## config.mk

```make
export PLATFORM = sky130hd
export DESIGN_NAME = script_bytecode_decoder_flat
export DESIGN_NICKNAME = d
export VERILOG_FILES = /design/src/rtl/sbd_pkg.sv /design/src/rtl/sbd_if.sv /design/src/rtl/script_bytecode_decoder.sv /design/src/rtl/sbd_ram.sv /design/src/rtl/sbd_ctrl.sv /design/src/rtl/sbd_dp.sv /design/src/flat_wrapper.sv
export SDC_FILE = /design/constraint.sdc
export NUM_CORES = 2
export LEC_CHECK = 0
export BUFFER_PORTS_ARGS = -buffer_cell sky130_fd_sc_hd__buf_2
export CAP_MARGIN = 20
export CELL_PAD_IN_SITES_DETAIL_PLACEMENT = 1
export CELL_PAD_IN_SITES_GLOBAL_PLACEMENT = 2
export CORE_UTILIZATION = 45
export CTS_CLUSTER_SIZE = 20
export DETAILED_ROUTE_END_ITERATION = 10
export PLACE_DENSITY = 0.83
export SYNTH_ARGS = -nofsm -noshare
export SYNTH_HDL_FRONTEND = slang
export SYNTH_SLANG_ARGS = --single-unit
```

## constraint.sdc

```tcl
create_clock -name clk -period 23 [get_ports clk]
set_input_delay 4.6 -clock clk [delete_from_list [all_inputs] [get_ports clk]]
set_output_delay 4.6 -clock clk [all_outputs]
set_load 0.02 [all_outputs]
```

## src/rtl/sbd_pkg.sv

```systemverilog
// Shared types, codes and the opcode table for the script bytecode decoder.
`timescale 1ns / 1ps

package sbd_pkg;

  localparam int MAX_LABELS_DEF  = 64;
  localparam int OFFSET_BITS_DEF = 16;

  localparam int LBL_ID_W  = 8;
  localparam int TARGET_W  = 16;
  localparam int ENTRY_W   = LBL_ID_W + TARGET_W;
  localparam int NUM_ARGS  = 5;
  localparam int KNOWN_OPS = 20;

  // Input operations
  localparam logic [1:0] OP_PUSH    = 2'd0;
  localparam logic [1:0] OP_LOOKUP  = 2'd1;
  localparam logic [1:0] OP_RESTART = 2'd2;

  // Result status codes
  localparam logic [2:0] ST_OK        = 3'd0;
  localparam logic [2:0] ST_UNKNOWN   = 3'd1;
  localparam logic [2:0] ST_TRUNC     = 3'd2;
  localparam logic [2:0] ST_FULL      = 3'd3;
  localparam logic [2:0] ST_NOT_FOUND = 3'd4;
  localparam logic [2:0] ST_TOO_LONG  = 3'd5;

  localparam logic [15:0] KNOWN_CODE [KNOWN_OPS] = '{
    16'h1070, 16'h1330, 16'h1350, 16'h1360, 16'h1370, 16'h1420, 16'h1430,
    16'h1510, 16'h1520, 16'h2005, 16'h2010, 16'h2014, 16'h3010, 16'h3020,
    16'h30ff, 16'h4000, 16'hf010, 16'hf200, 16'hfff0, 16'hffff
  };

  localparam logic [2:0] KNOWN_ARGS [KNOWN_OPS] = '{
    3'd2, 3'd2, 3'd2, 3'd2, 3'd2, 3'd0, 3'd0,
    3'd0, 3'd5, 3'd4, 3'd3, 3'd0, 3'd0, 3'd1,
    3'd0, 3'd3, 3'd0, 3'd1, 3'd0, 3'd0
  };

  typedef struct packed {
    logic       known;
    logic [2:0] nargs;
  } op_info_t;

  // Controller to datapath commands
  typedef struct packed {
    logic push;
    logic restart;
    logic lk_load;
    logic rd_en;
    logic lk_emit;
    logic lk_hit;
  } sbd_cmd_t;

  // Datapath to controller status
  typedef struct packed {
    logic out_free;
    logic scan_end;
    logic id_match;
  } sbd_sts_t;

  function automatic op_info_t op_lookup(input logic [15:0] code);
    op_info_t info;
    info = '0;
    for (int i = 0; i < KNOWN_OPS; i++) begin
      if (KNOWN_CODE[i] == code) begin
        info.known = 1'b1;
        info.nargs = KNOWN_ARGS[i];
      end
    end
    return info;
  endfunction

endpackage

```

## src/rtl/sbd_if.sv

```systemverilog
// Valid/ready channel interfaces for decoder input items and results.
`timescale 1ns / 1ps

interface sbd_in_if;
  logic        valid;
  logic        ready;
  logic [1:0]  op;
  logic [7:0]  data_byte;
  logic        last_byte;
  logic [15:0] label_id;

  modport source (output valid, output op, output data_byte, output last_byte,
                  output label_id, input ready);
  modport sink (input valid, input op, input data_byte, input last_byte,
                input label_id, output ready);
endinterface

interface sbd_out_if;
  logic        valid;
  logic        ready;
  logic [15:0] offset_out;
  logic [15:0] opcode;
  logic        is_label;
  logic [2:0]  word_count;
  logic [15:0] arg_a;
  logic [15:0] arg_b;
  logic [15:0] arg_c;
  logic [15:0] arg_d;
  logic [15:0] arg_e;
  logic [2:0]  status;
  logic        end_of_script;

  modport source (output valid, output offset_out, output opcode, output is_label,
                  output word_count, output arg_a, output arg_b, output arg_c,
                  output arg_d, output arg_e, output status, output end_of_script,
                  input ready);
  modport sink (input valid, input offset_out, input opcode, input is_label,
                input word_count, input arg_a, input arg_b, input arg_c,
                input arg_d, input arg_e, input status, input end_of_script,
                output ready);
endinterface

```

## src/rtl/script_bytecode_decoder.sv

```systemverilog
// Pushed bytes: one per cycle while no lookup runs and the output is not stalled; a result is
// registered in the cycle after its byte. Byte rate is set by the combinational decode path
// and the one-entry output register. Lookups scan stored labels through the label RAM read port.
// Synchronous active-low reset clears decode state, label count and the output valid flag;
// the label RAM is not cleared, only entries below the label count are ever read.
`timescale 1ns / 1ps

module script_bytecode_decoder #(
  parameter int MAX_LABELS  = sbd_pkg::MAX_LABELS_DEF,
  parameter int OFFSET_BITS = sbd_pkg::OFFSET_BITS_DEF
) (
  input logic        clk,
  input logic        rst_n,
  sbd_in_if.sink     in_ch,
  sbd_out_if.source  out_ch
);

  localparam int CW = $clog2(MAX_LABELS + 1);

  sbd_pkg::sbd_cmd_t cmd;
  sbd_pkg::sbd_sts_t sts;
  logic [CW-1:0]     rd_idx;

  sbd_ctrl #(
    .MAX_LABELS(MAX_LABELS)
  ) u_ctrl (
    .clk     (clk),
    .rst_n   (rst_n),
    .in_valid(in_ch.valid),
    .in_op   (in_ch.op),
    .in_ready(in_ch.ready),
    .cmd     (cmd),
    .rd_idx  (rd_idx),
    .sts     (sts)
  );

  sbd_dp #(
    .MAX_LABELS (MAX_LABELS),
    .OFFSET_BITS(OFFSET_BITS)
  ) u_dp (
    .clk              (clk),
    .rst_n            (rst_n),
    .cmd              (cmd),
    .rd_idx           (rd_idx),
    .sts              (sts),
    .in_data_byte     (in_ch.data_byte),
    .in_last_byte     (in_ch.last_byte),
    .in_label_id      (in_ch.label_id),
    .out_valid        (out_ch.valid),
    .out_ready        (out_ch.ready),
    .out_offset_out   (out_ch.offset_out),
    .out_opcode       (out_ch.opcode),
    .out_is_label     (out_ch.is_label),
    .out_word_count   (out_ch.word_count),
    .out_arg_a        (out_ch.arg_a),
    .out_arg_b        (out_ch.arg_b),
    .out_arg_c        (out_ch.arg_c),
    .out_arg_d        (out_ch.arg_d),
    .out_arg_e        (out_ch.arg_e),
    .out_status       (out_ch.status),
    .out_end_of_script(out_ch.end_of_script)
  );

endmodule

```

## src/rtl/sbd_ram.sv

```systemverilog
// Generic single-write, single-read RAM with registered read data.
`timescale 1ns / 1ps

module sbd_ram #(
  parameter int WIDTH = 8,
  parameter int DEPTH = 16,
  localparam int AW = (DEPTH > 1) ? $clog2(DEPTH) : 1
) (
  input  logic             clk,
  input  logic             we,
  input  logic [AW-1:0]    waddr,
  input  logic [WIDTH-1:0] wdata,
  input  logic             re,
  input  logic [AW-1:0]    raddr,
  output logic [WIDTH-1:0] rdata
);

  logic [WIDTH-1:0] mem [DEPTH];
  logic [WIDTH-1:0] rdata_r;

  always_ff @(posedge clk) begin
    if (we) begin
      mem[waddr] <= wdata;
    end
    if (re) begin
      rdata_r <= mem[raddr];
    end
  end

  assign rdata = rdata_r;

endmodule

```

## src/rtl/sbd_ctrl.sv

```systemverilog
// Controller: input handshake, operation dispatch and label table scan sequencing.
`timescale 1ns / 1ps

module sbd_ctrl #(
  parameter int MAX_LABELS = sbd_pkg::MAX_LABELS_DEF,
  localparam int CW = $clog2(MAX_LABELS + 1)
) (
  input  logic             clk,
  input  logic             rst_n,
  input  logic             in_valid,
  input  logic [1:0]       in_op,
  output logic             in_ready,
  output sbd_pkg::sbd_cmd_t cmd,
  output logic [CW-1:0]    rd_idx,
  input  sbd_pkg::sbd_sts_t sts
);

  typedef enum logic [1:0] {S_IDLE, S_LK_RD, S_LK_CMP} state_t;

  state_t        state_r, state_nxt;
  logic [CW-1:0] idx_r, idx_nxt;
  logic          accept;

  always_comb begin
    state_nxt = state_r;
    idx_nxt   = idx_r;
    cmd       = '0;
    in_ready  = (state_r == S_IDLE) && sts.out_free;
    accept    = in_valid && in_ready;
    case (state_r)
      S_IDLE: begin
        if (accept) begin
          case (in_op)
            sbd_pkg::OP_PUSH:    cmd.push = 1'b1;
            sbd_pkg::OP_LOOKUP: begin
              cmd.lk_load = 1'b1;
              idx_nxt     = '0;
              state_nxt   = S_LK_RD;
            end
            sbd_pkg::OP_RESTART: cmd.restart = 1'b1;
            default: ;
          endcase
        end
      end
      S_LK_RD: begin
        if (sts.scan_end) begin
          // table exhausted: report a miss once the output stage is free
          if (sts.out_free) begin
            cmd.lk_emit = 1'b1;
            state_nxt   = S_IDLE;
          end
        end else begin
          cmd.rd_en = 1'b1;
          state_nxt = S_LK_CMP;
        end
      end
      S_LK_CMP: begin
        if (sts.id_match) begin
          if (sts.out_free) begin
            cmd.lk_emit = 1'b1;
            cmd.lk_hit  = 1'b1;
            state_nxt   = S_IDLE;
          end
        end else begin
          idx_nxt   = idx_r + 1'b1;
          state_nxt = S_LK_RD;
        end
      end
      default: state_nxt = S_IDLE;
    endcase
  end

  always_ff @(posedge clk) begin
    if (!rst_n) begin
      state_r <= S_IDLE;
      idx_r   <= '0;
    end else begin
      state_r <= state_nxt;
      idx_r   <= idx_nxt;
    end
  end

  assign rd_idx = idx_r;

endmodule

```

## src/rtl/sbd_dp.sv

```systemverilog
// Datapath: byte assembly, opcode decode, label table and result register.
`timescale 1ns / 1ps

module sbd_dp #(
  parameter int MAX_LABELS  = sbd_pkg::MAX_LABELS_DEF,
  parameter int OFFSET_BITS = sbd_pkg::OFFSET_BITS_DEF,
  localparam int CW = $clog2(MAX_LABELS + 1),
  localparam int AW = (MAX_LABELS > 1) ? $clog2(MAX_LABELS) : 1
) (
  input  logic              clk,
  input  logic              rst_n,
  input  sbd_pkg::sbd_cmd_t cmd,
  input  logic [CW-1:0]     rd_idx,
  output sbd_pkg::sbd_sts_t sts,
  input  logic [7:0]        in_data_byte,
  input  logic              in_last_byte,
  input  logic [15:0]       in_label_id,
  output logic              out_valid,
  input  logic              out_ready,
  output logic [15:0]       out_offset_out,
  output logic [15:0]       out_opcode,
  output logic              out_is_label,
  output logic [2:0]        out_word_count,
  output logic [15:0]       out_arg_a,
  output logic [15:0]       out_arg_b,
  output logic [15:0]       out_arg_c,
  output logic [15:0]       out_arg_d,
  output logic [15:0]       out_arg_e,
  output logic [2:0]        out_status,
  output logic              out_end_of_script
);

  localparam int NA = sbd_pkg::NUM_ARGS;
  localparam int TW = sbd_pkg::TARGET_W;
  localparam logic [OFFSET_BITS-1:0] POS_LIMIT = '1;

  // Decode state
  logic [OFFSET_BITS-1:0] pos_r, pos_nxt;
  logic [OFFSET_BITS-1:0] start_r, start_nxt;
  logic [3:0]             bii_r, bii_nxt;
  logic [7:0]             low_r, low_nxt;
  logic [15:0]            opc_r, opc_nxt;
  logic [2:0]             exp_r, exp_nxt;
  logic [15:0]            args_r [NA];
  logic [15:0]            args_nxt [NA];
  logic                   err_r, err_nxt;
  logic [CW-1:0]          cnt_r, cnt_nxt;
  logic [15:0]            lk_id_r;

  // Result register
  logic        out_valid_r;
  logic [15:0] out_offset_r, out_opcode_r;
  logic        out_label_r;
  logic [2:0]  out_cnt_r, out_status_r;
  logic [15:0] out_args_r [NA];
  logic        out_eos_r;

  // Push result
  logic                   p_emit;
  logic [2:0]             p_status;
  logic [15:0]            p_opc;
  logic                   p_label;
  logic [2:0]             p_cnt;
  logic [15:0]            p_args [NA];
  logic [OFFSET_BITS-1:0] start_v;
  logic [15:0]            opc_v;
  logic [3:0]             k_v, bii_inc;
  sbd_pkg::op_info_t      info;

  // Label table
  logic                            ram_we;
  logic [sbd_pkg::ENTRY_W-1:0]     ram_wdata, ram_rdata;

  sbd_ram #(
    .WIDTH(sbd_pkg::ENTRY_W),
    .DEPTH(MAX_LABELS)
  ) u_lbl_ram (
    .clk  (clk),
    .we   (ram_we),
    .waddr(cnt_r[AW-1:0]),
    .wdata(ram_wdata),
    .re   (cmd.rd_en),
    .raddr(rd_idx[AW-1:0]),
    .rdata(ram_rdata)
  );

  always_comb begin
    sts.out_free = !out_valid_r || out_ready;
    sts.scan_end = (rd_idx >= cnt_r);
    sts.id_match = ({8'h00, ram_rdata[sbd_pkg::ENTRY_W-1:TW]} == lk_id_r);
  end

  always_comb begin
    pos_nxt   = pos_r;
    start_nxt = start_r;
    bii_nxt   = bii_r;
    low_nxt   = low_r;
    opc_nxt   = opc_r;
    exp_nxt   = exp_r;
    args_nxt  = args_r;
    err_nxt   = err_r;
    cnt_nxt   = cnt_r;
    p_emit    = 1'b0;
    p_status  = sbd_pkg::ST_OK;
    p_opc     = '0;
    p_label   = 1'b0;
    p_cnt     = '0;
    for (int j = 0; j < NA; j++) p_args[j] = '0;
    ram_we    = 1'b0;
    start_v   = (bii_r == 4'd0) ? pos_r : start_r;
    opc_v     = {in_data_byte, low_r};
    info      = sbd_pkg::op_lookup(opc_v);
    k_v       = bii_r - 4'd2;
    bii_inc   = bii_r + 4'd1;
    ram_wdata = {opc_v[7:0], TW'(pos_r + OFFSET_BITS'(1))};

    if (cmd.push && !err_r) begin
      start_nxt = start_v;
      if (pos_r == POS_LIMIT) begin
        p_emit   = 1'b1;
        p_status = sbd_pkg::ST_TOO_LONG;
        p_opc    = (bii_r >= 4'd2) ? opc_r : 16'h0000;
        err_nxt  = 1'b1;
      end else begin
        pos_nxt = pos_r + OFFSET_BITS'(1);
        if (bii_r == 4'd0) begin
          low_nxt = in_data_byte;
          opc_nxt = '0;
          exp_nxt = '0;
          for (int j = 0; j < NA; j++) args_nxt[j] = '0;
          bii_nxt = 4'd1;
          if (in_last_byte) begin
            p_emit   = 1'b1;
            p_status = sbd_pkg::ST_TRUNC;
            err_nxt  = 1'b1;
          end
        end else if (bii_r == 4'd1) begin
          opc_nxt = opc_v;
          if (!info.known) begin
            if (opc_v[15:8] != 8'h00) begin
              p_emit   = 1'b1;
              p_status = sbd_pkg::ST_UNKNOWN;
              p_opc    = opc_v;
              err_nxt  = 1'b1;
            end else if (cnt_r == CW'(MAX_LABELS)) begin
              p_emit   = 1'b1;
              p_status = sbd_pkg::ST_FULL;
              p_opc    = opc_v;
              err_nxt  = 1'b1;
            end else begin
              // label marker: record id and the offset right after it
              ram_we  = 1'b1;
              cnt_nxt = cnt_r + 1'b1;
              p_emit  = 1'b1;
              p_opc   = opc_v;
              p_label = 1'b1;
              bii_nxt = 4'd0;
            end
          end else if (info.nargs == 3'd0) begin
            exp_nxt = '0;
            p_emit  = 1'b1;
            p_opc   = opc_v;
            bii_nxt = 4'd0;
          end else begin
            exp_nxt = info.nargs;
            bii_nxt = 4'd2;
            if (in_last_byte) begin
              p_emit   = 1'b1;
              p_status = sbd_pkg::ST_TRUNC;
              p_opc    = opc_v;
              err_nxt  = 1'b1;
            end
          end
        end else begin
          // argument bytes: even ones hold the low half, odd ones complete a word
          if (!k_v[0]) begin
            low_nxt = in_data_byte;
          end else begin
            for (int j = 0; j < NA; j++) begin
              if (k_v[3:1] == 3'(j)) args_nxt[j] = {in_data_byte, low_r};
            end
          end
          bii_nxt = bii_inc;
          if (bii_inc >= 4'd2 + {exp_r, 1'b0}) begin
            p_emit  = 1'b1;
            p_opc   = opc_r;
            p_cnt   = exp_r;
            p_args  = args_nxt;
            bii_nxt = 4'd0;
          end else if (in_last_byte) begin
            p_emit   = 1'b1;
            p_status = sbd_pkg::ST_TRUNC;
            p_opc    = opc_r;
            err_nxt  = 1'b1;
          end
        end
      end
    end

    if (cmd.restart) begin
      pos_nxt   = '0;
      start_nxt = '0;
      bii_nxt   = '0;
      low_nxt   = '0;
      opc_nxt   = '0;
      exp_nxt   = '0;
      for (int j = 0; j < NA; j++) args_nxt[j] = '0;
      err_nxt   = 1'b0;
      cnt_nxt   = '0;
    end
  end

  always_ff @(posedge clk) begin
    if (!rst_n) begin
      pos_r   <= '0;
      start_r <= '0;
      bii_r   <= '0;
      low_r   <= '0;
      opc_r   <= '0;
      exp_r   <= '0;
      for (int j = 0; j < NA; j++) args_r[j] <= '0;
      err_r   <= 1'b0;
      cnt_r   <= '0;
    end else begin
      pos_r   <= pos_nxt;
      start_r <= start_nxt;
      bii_r   <= bii_nxt;
      low_r   <= low_nxt;
      opc_r   <= opc_nxt;
      exp_r   <= exp_nxt;
      args_r  <= args_nxt;
      err_r   <= err_nxt;
      cnt_r   <= cnt_nxt;
    end
  end

  always_ff @(posedge clk) begin
    if (cmd.lk_load) begin
      lk_id_r <= in_label_id;
    end
  end

  // Result register: load on a push result or a lookup answer, drop on transfer
  always_ff @(posedge clk) begin
    if (!rst_n) begin
      out_valid_r <= 1'b0;
    end else if ((cmd.push && p_emit) || cmd.lk_emit) begin
      out_valid_r <= 1'b1;
    end else if (out_ready) begin
      out_valid_r <= 1'b0;
    end
  end

  always_ff @(posedge clk) begin
    if (cmd.push && p_emit) begin
      out_offset_r <= 16'(start_v);
      out_opcode_r <= p_opc;
      out_label_r  <= p_label;
      out_cnt_r    <= p_cnt;
      out_args_r   <= p_args;
      out_status_r <= p_status;
      out_eos_r    <= in_last_byte;
    end else if (cmd.lk_emit) begin
      out_offset_r <= cmd.lk_hit ? ram_rdata[TW-1:0] : 16'h0000;
      out_opcode_r <= lk_id_r;
      out_label_r  <= cmd.lk_hit;
      out_cnt_r    <= '0;
      for (int j = 0; j < NA; j++) out_args_r[j] <= '0;
      out_status_r <= cmd.lk_hit ? sbd_pkg::ST_OK : sbd_pkg::ST_NOT_FOUND;
      out_eos_r    <= 1'b0;
    end
  end

  assign out_valid         = out_valid_r;
  assign out_offset_out    = out_offset_r;
  assign out_opcode        = out_opcode_r;
  assign out_is_label      = out_label_r;
  assign out_word_count    = out_cnt_r;
  assign out_arg_a         = out_args_r[0];
  assign out_arg_b         = out_args_r[1];
  assign out_arg_c         = out_args_r[2];
  assign out_arg_d         = out_args_r[3];
  assign out_arg_e         = out_args_r[4];
  assign out_status        = out_status_r;
  assign out_end_of_script = out_eos_r;

endmodule
```

## src/flat_wrapper.sv

```systemverilog
// flat-port wrapper written by rule: the top's interface ports become plain ports
module script_bytecode_decoder_flat 
#(
  parameter int MAX_LABELS  = sbd_pkg::MAX_LABELS_DEF,
  parameter int OFFSET_BITS = sbd_pkg::OFFSET_BITS_DEF
)
  (clk, rst_n, in_ch_valid, in_ch_op, in_ch_data_byte, in_ch_last_byte, in_ch_label_id, in_ch_ready, out_ch_valid, out_ch_offset_out, out_ch_opcode, out_ch_is_label, out_ch_word_count, out_ch_arg_a, out_ch_arg_b, out_ch_arg_c, out_ch_arg_d, out_ch_arg_e, out_ch_status, out_ch_end_of_script, out_ch_ready);
  sbd_in_if in_ch_i ();
  sbd_out_if out_ch_i ();
  input logic clk;
  input logic rst_n;
  input wire logic [$bits(in_ch_i.valid)-1:0] in_ch_valid;
  input wire logic [$bits(in_ch_i.op)-1:0] in_ch_op;
  input wire logic [$bits(in_ch_i.data_byte)-1:0] in_ch_data_byte;
  input wire logic [$bits(in_ch_i.last_byte)-1:0] in_ch_last_byte;
  input wire logic [$bits(in_ch_i.label_id)-1:0] in_ch_label_id;
  output wire logic [$bits(in_ch_i.ready)-1:0] in_ch_ready;
  output wire logic [$bits(out_ch_i.valid)-1:0] out_ch_valid;
  output wire logic [$bits(out_ch_i.offset_out)-1:0] out_ch_offset_out;
  output wire logic [$bits(out_ch_i.opcode)-1:0] out_ch_opcode;
  output wire logic [$bits(out_ch_i.is_label)-1:0] out_ch_is_label;
  output wire logic [$bits(out_ch_i.word_count)-1:0] out_ch_word_count;
  output wire logic [$bits(out_ch_i.arg_a)-1:0] out_ch_arg_a;
  output wire logic [$bits(out_ch_i.arg_b)-1:0] out_ch_arg_b;
  output wire logic [$bits(out_ch_i.arg_c)-1:0] out_ch_arg_c;
  output wire logic [$bits(out_ch_i.arg_d)-1:0] out_ch_arg_d;
  output wire logic [$bits(out_ch_i.arg_e)-1:0] out_ch_arg_e;
  output wire logic [$bits(out_ch_i.status)-1:0] out_ch_status;
  output wire logic [$bits(out_ch_i.end_of_script)-1:0] out_ch_end_of_script;
  input wire logic [$bits(out_ch_i.ready)-1:0] out_ch_ready;
  assign in_ch_i.valid = in_ch_valid;
  assign in_ch_i.op = in_ch_op;
  assign in_ch_i.data_byte = in_ch_data_byte;
  assign in_ch_i.last_byte = in_ch_last_byte;
  assign in_ch_i.label_id = in_ch_label_id;
  assign in_ch_ready = in_ch_i.ready;
  assign out_ch_valid = out_ch_i.valid;
  assign out_ch_offset_out = out_ch_i.offset_out;
  assign out_ch_opcode = out_ch_i.opcode;
  assign out_ch_is_label = out_ch_i.is_label;
  assign out_ch_word_count = out_ch_i.word_count;
  assign out_ch_arg_a = out_ch_i.arg_a;
  assign out_ch_arg_b = out_ch_i.arg_b;
  assign out_ch_arg_c = out_ch_i.arg_c;
  assign out_ch_arg_d = out_ch_i.arg_d;
  assign out_ch_arg_e = out_ch_i.arg_e;
  assign out_ch_status = out_ch_i.status;
  assign out_ch_end_of_script = out_ch_i.end_of_script;
  assign out_ch_i.ready = out_ch_ready;
  script_bytecode_decoder #(.MAX_LABELS(MAX_LABELS), .OFFSET_BITS(OFFSET_BITS)) u_core (.clk(clk), .rst_n(rst_n), .in_ch(in_ch_i), .out_ch(out_ch_i));
endmodule
```

==> run summary <==
Run status: complete, no violations
Top Metal Used: met5
Synth Area per Inst: 19.6 um^2
DRT Wirelength: 191000 um
Async SR Flop Fraction: 0%
Std-Cell Rows: 146
Setup TNS Final: 0 ps
Setup skew after layout: 70.9 ps
Die Y-Extent: 403 um
Max_cap viols: 0
Min-delay worst type: register to register
Initial Util: 45.6%
Max reg flops: 1536
Average wire per standard cell: 30.7 um
Post-CTS Hold Buffers: 0
Final core occ: 52.0%
Final Hold Fails: 0
Grt total ovfl: 0
I/O pin cnt: 153
Num CTS Buffers: 186
Post-synth EDFFs: 1696
M1 wire length: 78600 um
DRT iter0 DRCs: 4502
Min cycle time layout: 10140 ps
RSZ-0062 raised after global routing: no
Clock Latency Late Sink: 840 ps
First-pass GRT wire length: 276000 um
Int Power: 5.50 mW
Post-CTS Setup Inserts: 0
Yosys reg bits: 1857
Synth warnings: 0
Normalized max-slew margin: 23.8%
I/O Buffers: 152
Clock Sinks: 1857
Setup crit start kind: input pin
Power per cell area: 84.2 nW/um^2
Seq pwr share: 52.6%
Vias: 37.9k
Met2 wire length: 90700 um
Worst VDD drop: 0.0670 mV
Initial antenna violation count: 3
Crit-path max FO: 5
DRC viols: 0
Wire length on met3: 15800 um
Register area share after synthesis: 74.7%
CTS resizes: 0
CORE AREA: 159000 um^2
Mapped Nets: 3747
Switching power: 1.47 mW
Antenna Nets Post-Route: 0
Min Hold Slack: 459 ps
Max-slew violation count: 0
Most flops, register: u_core.u_dp.u_lbl_ram.mem
Crit path kind: input pin to output port
Pleak: 26.8 nW
Final nets: 3968
Tightest Pin Transition: 1140 ps
Synthesized area: 72500 um^2
Synthesized instance count: 3693
WP data required: 18400 ps
Fmax: 98.6 MHz
Via density: 6.10
Post-detail-place hpwl: 110000 um
WP data arrival: 5540 ps
Largest net degree at the start of global routing: 161
CTS root buffer: clkbuf_16
Clock Power Share: 43.8%
Gate power share: 3.6%
Switching portion of total power: 21.0%
Worst-path clk slew: 60 ps
Number of global-route vias before repair: 38.8k
GPL Wtd Cong: 0.861
Most used DFF post-synth: edfxtp_1
Fin crit share: 44.1%
DRT Pass-1 Iters: 5
Final setup fails: 0
CTS tree: done
Die area: 163000 um^2
Distinct cells, synth: 60
Fillers: 14.2k
P&R area growth vs syn: 14.2%
H-tree Lvls: 4
Max Root-Sink Buffers: 3
Die Width: 403 um
Critical Path Sink Type: output port
Share of cells above drive strength 1: 28.4%
GRT Resource Usage Total: 23.5%
==> per-layer routing <==
metal / global-route usage, % / up-vias
li1: - / 15500
met3: 4.65 / 280
met5: 0 / -
met2: 36.9 / 1819
met1: 33.3 / 20300
met4: 7.20 / 4
==> Yosys cell counts, types with 2 or more instances <==
library cell	n	area share [%]
edfxtp_1	1696	70
xnor2_1	16	0.19
buf_2	9	0.062
o22ai_1	3	0.026
nor4b_1	6	0.073
clkbuf_1	193	1.0
and2_1	6	0.052
xor2_1	28	0.34
nor3b_1	3	0.031
nor2b_1	6	0.052
or3_1	10	0.086
o2111ai_1	2	0.024
nand3b_1	2	0.021
mux4_2	504	16
a22oi_1	25	0.26
o21ai_0	28	0.19
dfxtp_1	161	4.4
and4_1	5	0.060
ha_1	23	0.40
a31oi_1	7	0.060
a21o_1	7	0.073
o21a_1	3	0.031
a32oi_1	81	0.98
inv_1	36	0.19
o31ai_1	3	0.031
nand3_1	28	0.19
a311oi_1	3	0.036
buf_1	41	0.21
a221o_1	4	0.055
nand4_1	20	0.17
a211o_1	2	0.024
a211oi_1	2	0.021
or2_2	4	0.035
or4_1	4	0.041
o21ai_1	7	0.048
nor4_1	5	0.043
nor3_1	15	0.10
nand2_1	266	1.4
mux2i_1	41	0.57
o32ai_1	2	0.024
nand2b_1	4	0.035
and3_1	9	0.078
nor4_4	3	0.088
a21oi_1	119	0.82
nor2_1	236	1.2
==> through the flow <==
step                power (mW)  setup slack, ps  cells  area, um^2
floorplan                 3.90             9160   3693       72500
global placement          3.98            12980   5857       76400
detailed placement        3.98            12910   5865       76500
CTS                       7.01            12900   6204       82600
global route              7.13            12780   6211       82700
finish                    6.97            12860   6213       82700
==> final timing paths <==
kind / startpoint / to / slack [ps] / cells after the start
worst max register to register: u_core.u_ctrl.rd_idx[1]$_SDFFE_PN0P_ / u_core.u_dp.u_lbl_ram.rdata[10]$_DFFE_PP_ / 17520 / 6
worst min register to register: u_core.u_dp.start_r[2]$_SDFFE_PP0P_ / u_core.u_dp.start_r[2]$_SDFFE_PP0P_ / 460 / 2
worst min-delay path: u_core.u_dp.start_r[2]$_SDFFE_PP0P_ / u_core.u_dp.start_r[2]$_SDFFE_PP0P_ / 460 / 2
worst max-delay path: out_ch_ready / in_ch_ready / 12860 / 4
==> cell families after synthesis <==
group | count (synthesis) | synth area share (%)
compound gates | 305 | 2.79
fa+ha+maj | 23 | 0.397
xor+xnor | 44 | 0.532
simple gates | 638 | 3.85
mux | 546 | 16.2
flops | 1857 | 74.7
buf+inv | 280 | 1.47
==> critical path, stage by stage <==
cell,delay [ps]
buf_2,110
nor2b_1,430
nor2_1,180
buf_2,210
==> power groups by stage <==
| stage | clock network [mW] | registers (mW) | logic, mW |
|---|---|---|---|
| finish | 3.05 | 3.66 | 0.249 |
| global route | 3.20 | 3.66 | 0.262 |
| CTS | 3.09 | 3.67 | 0.247 |
| detailed placement | 0 | 3.74 | 0.245 |
| global placement | 0 | 3.74 | 0.242 |
| floorplan | 0 | 3.74 | 0.168 |
==> area by class of cell <==
type                    count  area, um^2  share of cell area (%)
diodes                      2        5.00                 0.00605
clock buffers             225        4890                    5.91
clock inverters           114        1230                    1.49
inverters                  36         135                   0.163
multi-input cells        1556       17700                    21.4
flip-flops and latches   1857       54200                    65.5
well taps                2146        2690                    3.25
repair buffers            277        1870                    2.26
==> layout by cell type, fill, tap and decap left out, types with 47 or more instances in the layout <==
| master | instances |
|---|---|
| a21oi_1 | 119 |
| a32oi_1 | 81 |
| buf_2 | 152 |
| buf_4 | 110 |
| clkbuf_16 | 188 |
| clkinv_1 | 47 |
| dfxtp_1 | 148 |
| edfxtp_1 | 1696 |
| mux4_2 | 504 |
| nand2_1 | 264 |
| nor2_1 | 173 |
| nor2_2 | 54 |
No activity file was read; power rests on OpenSTA's default activity.
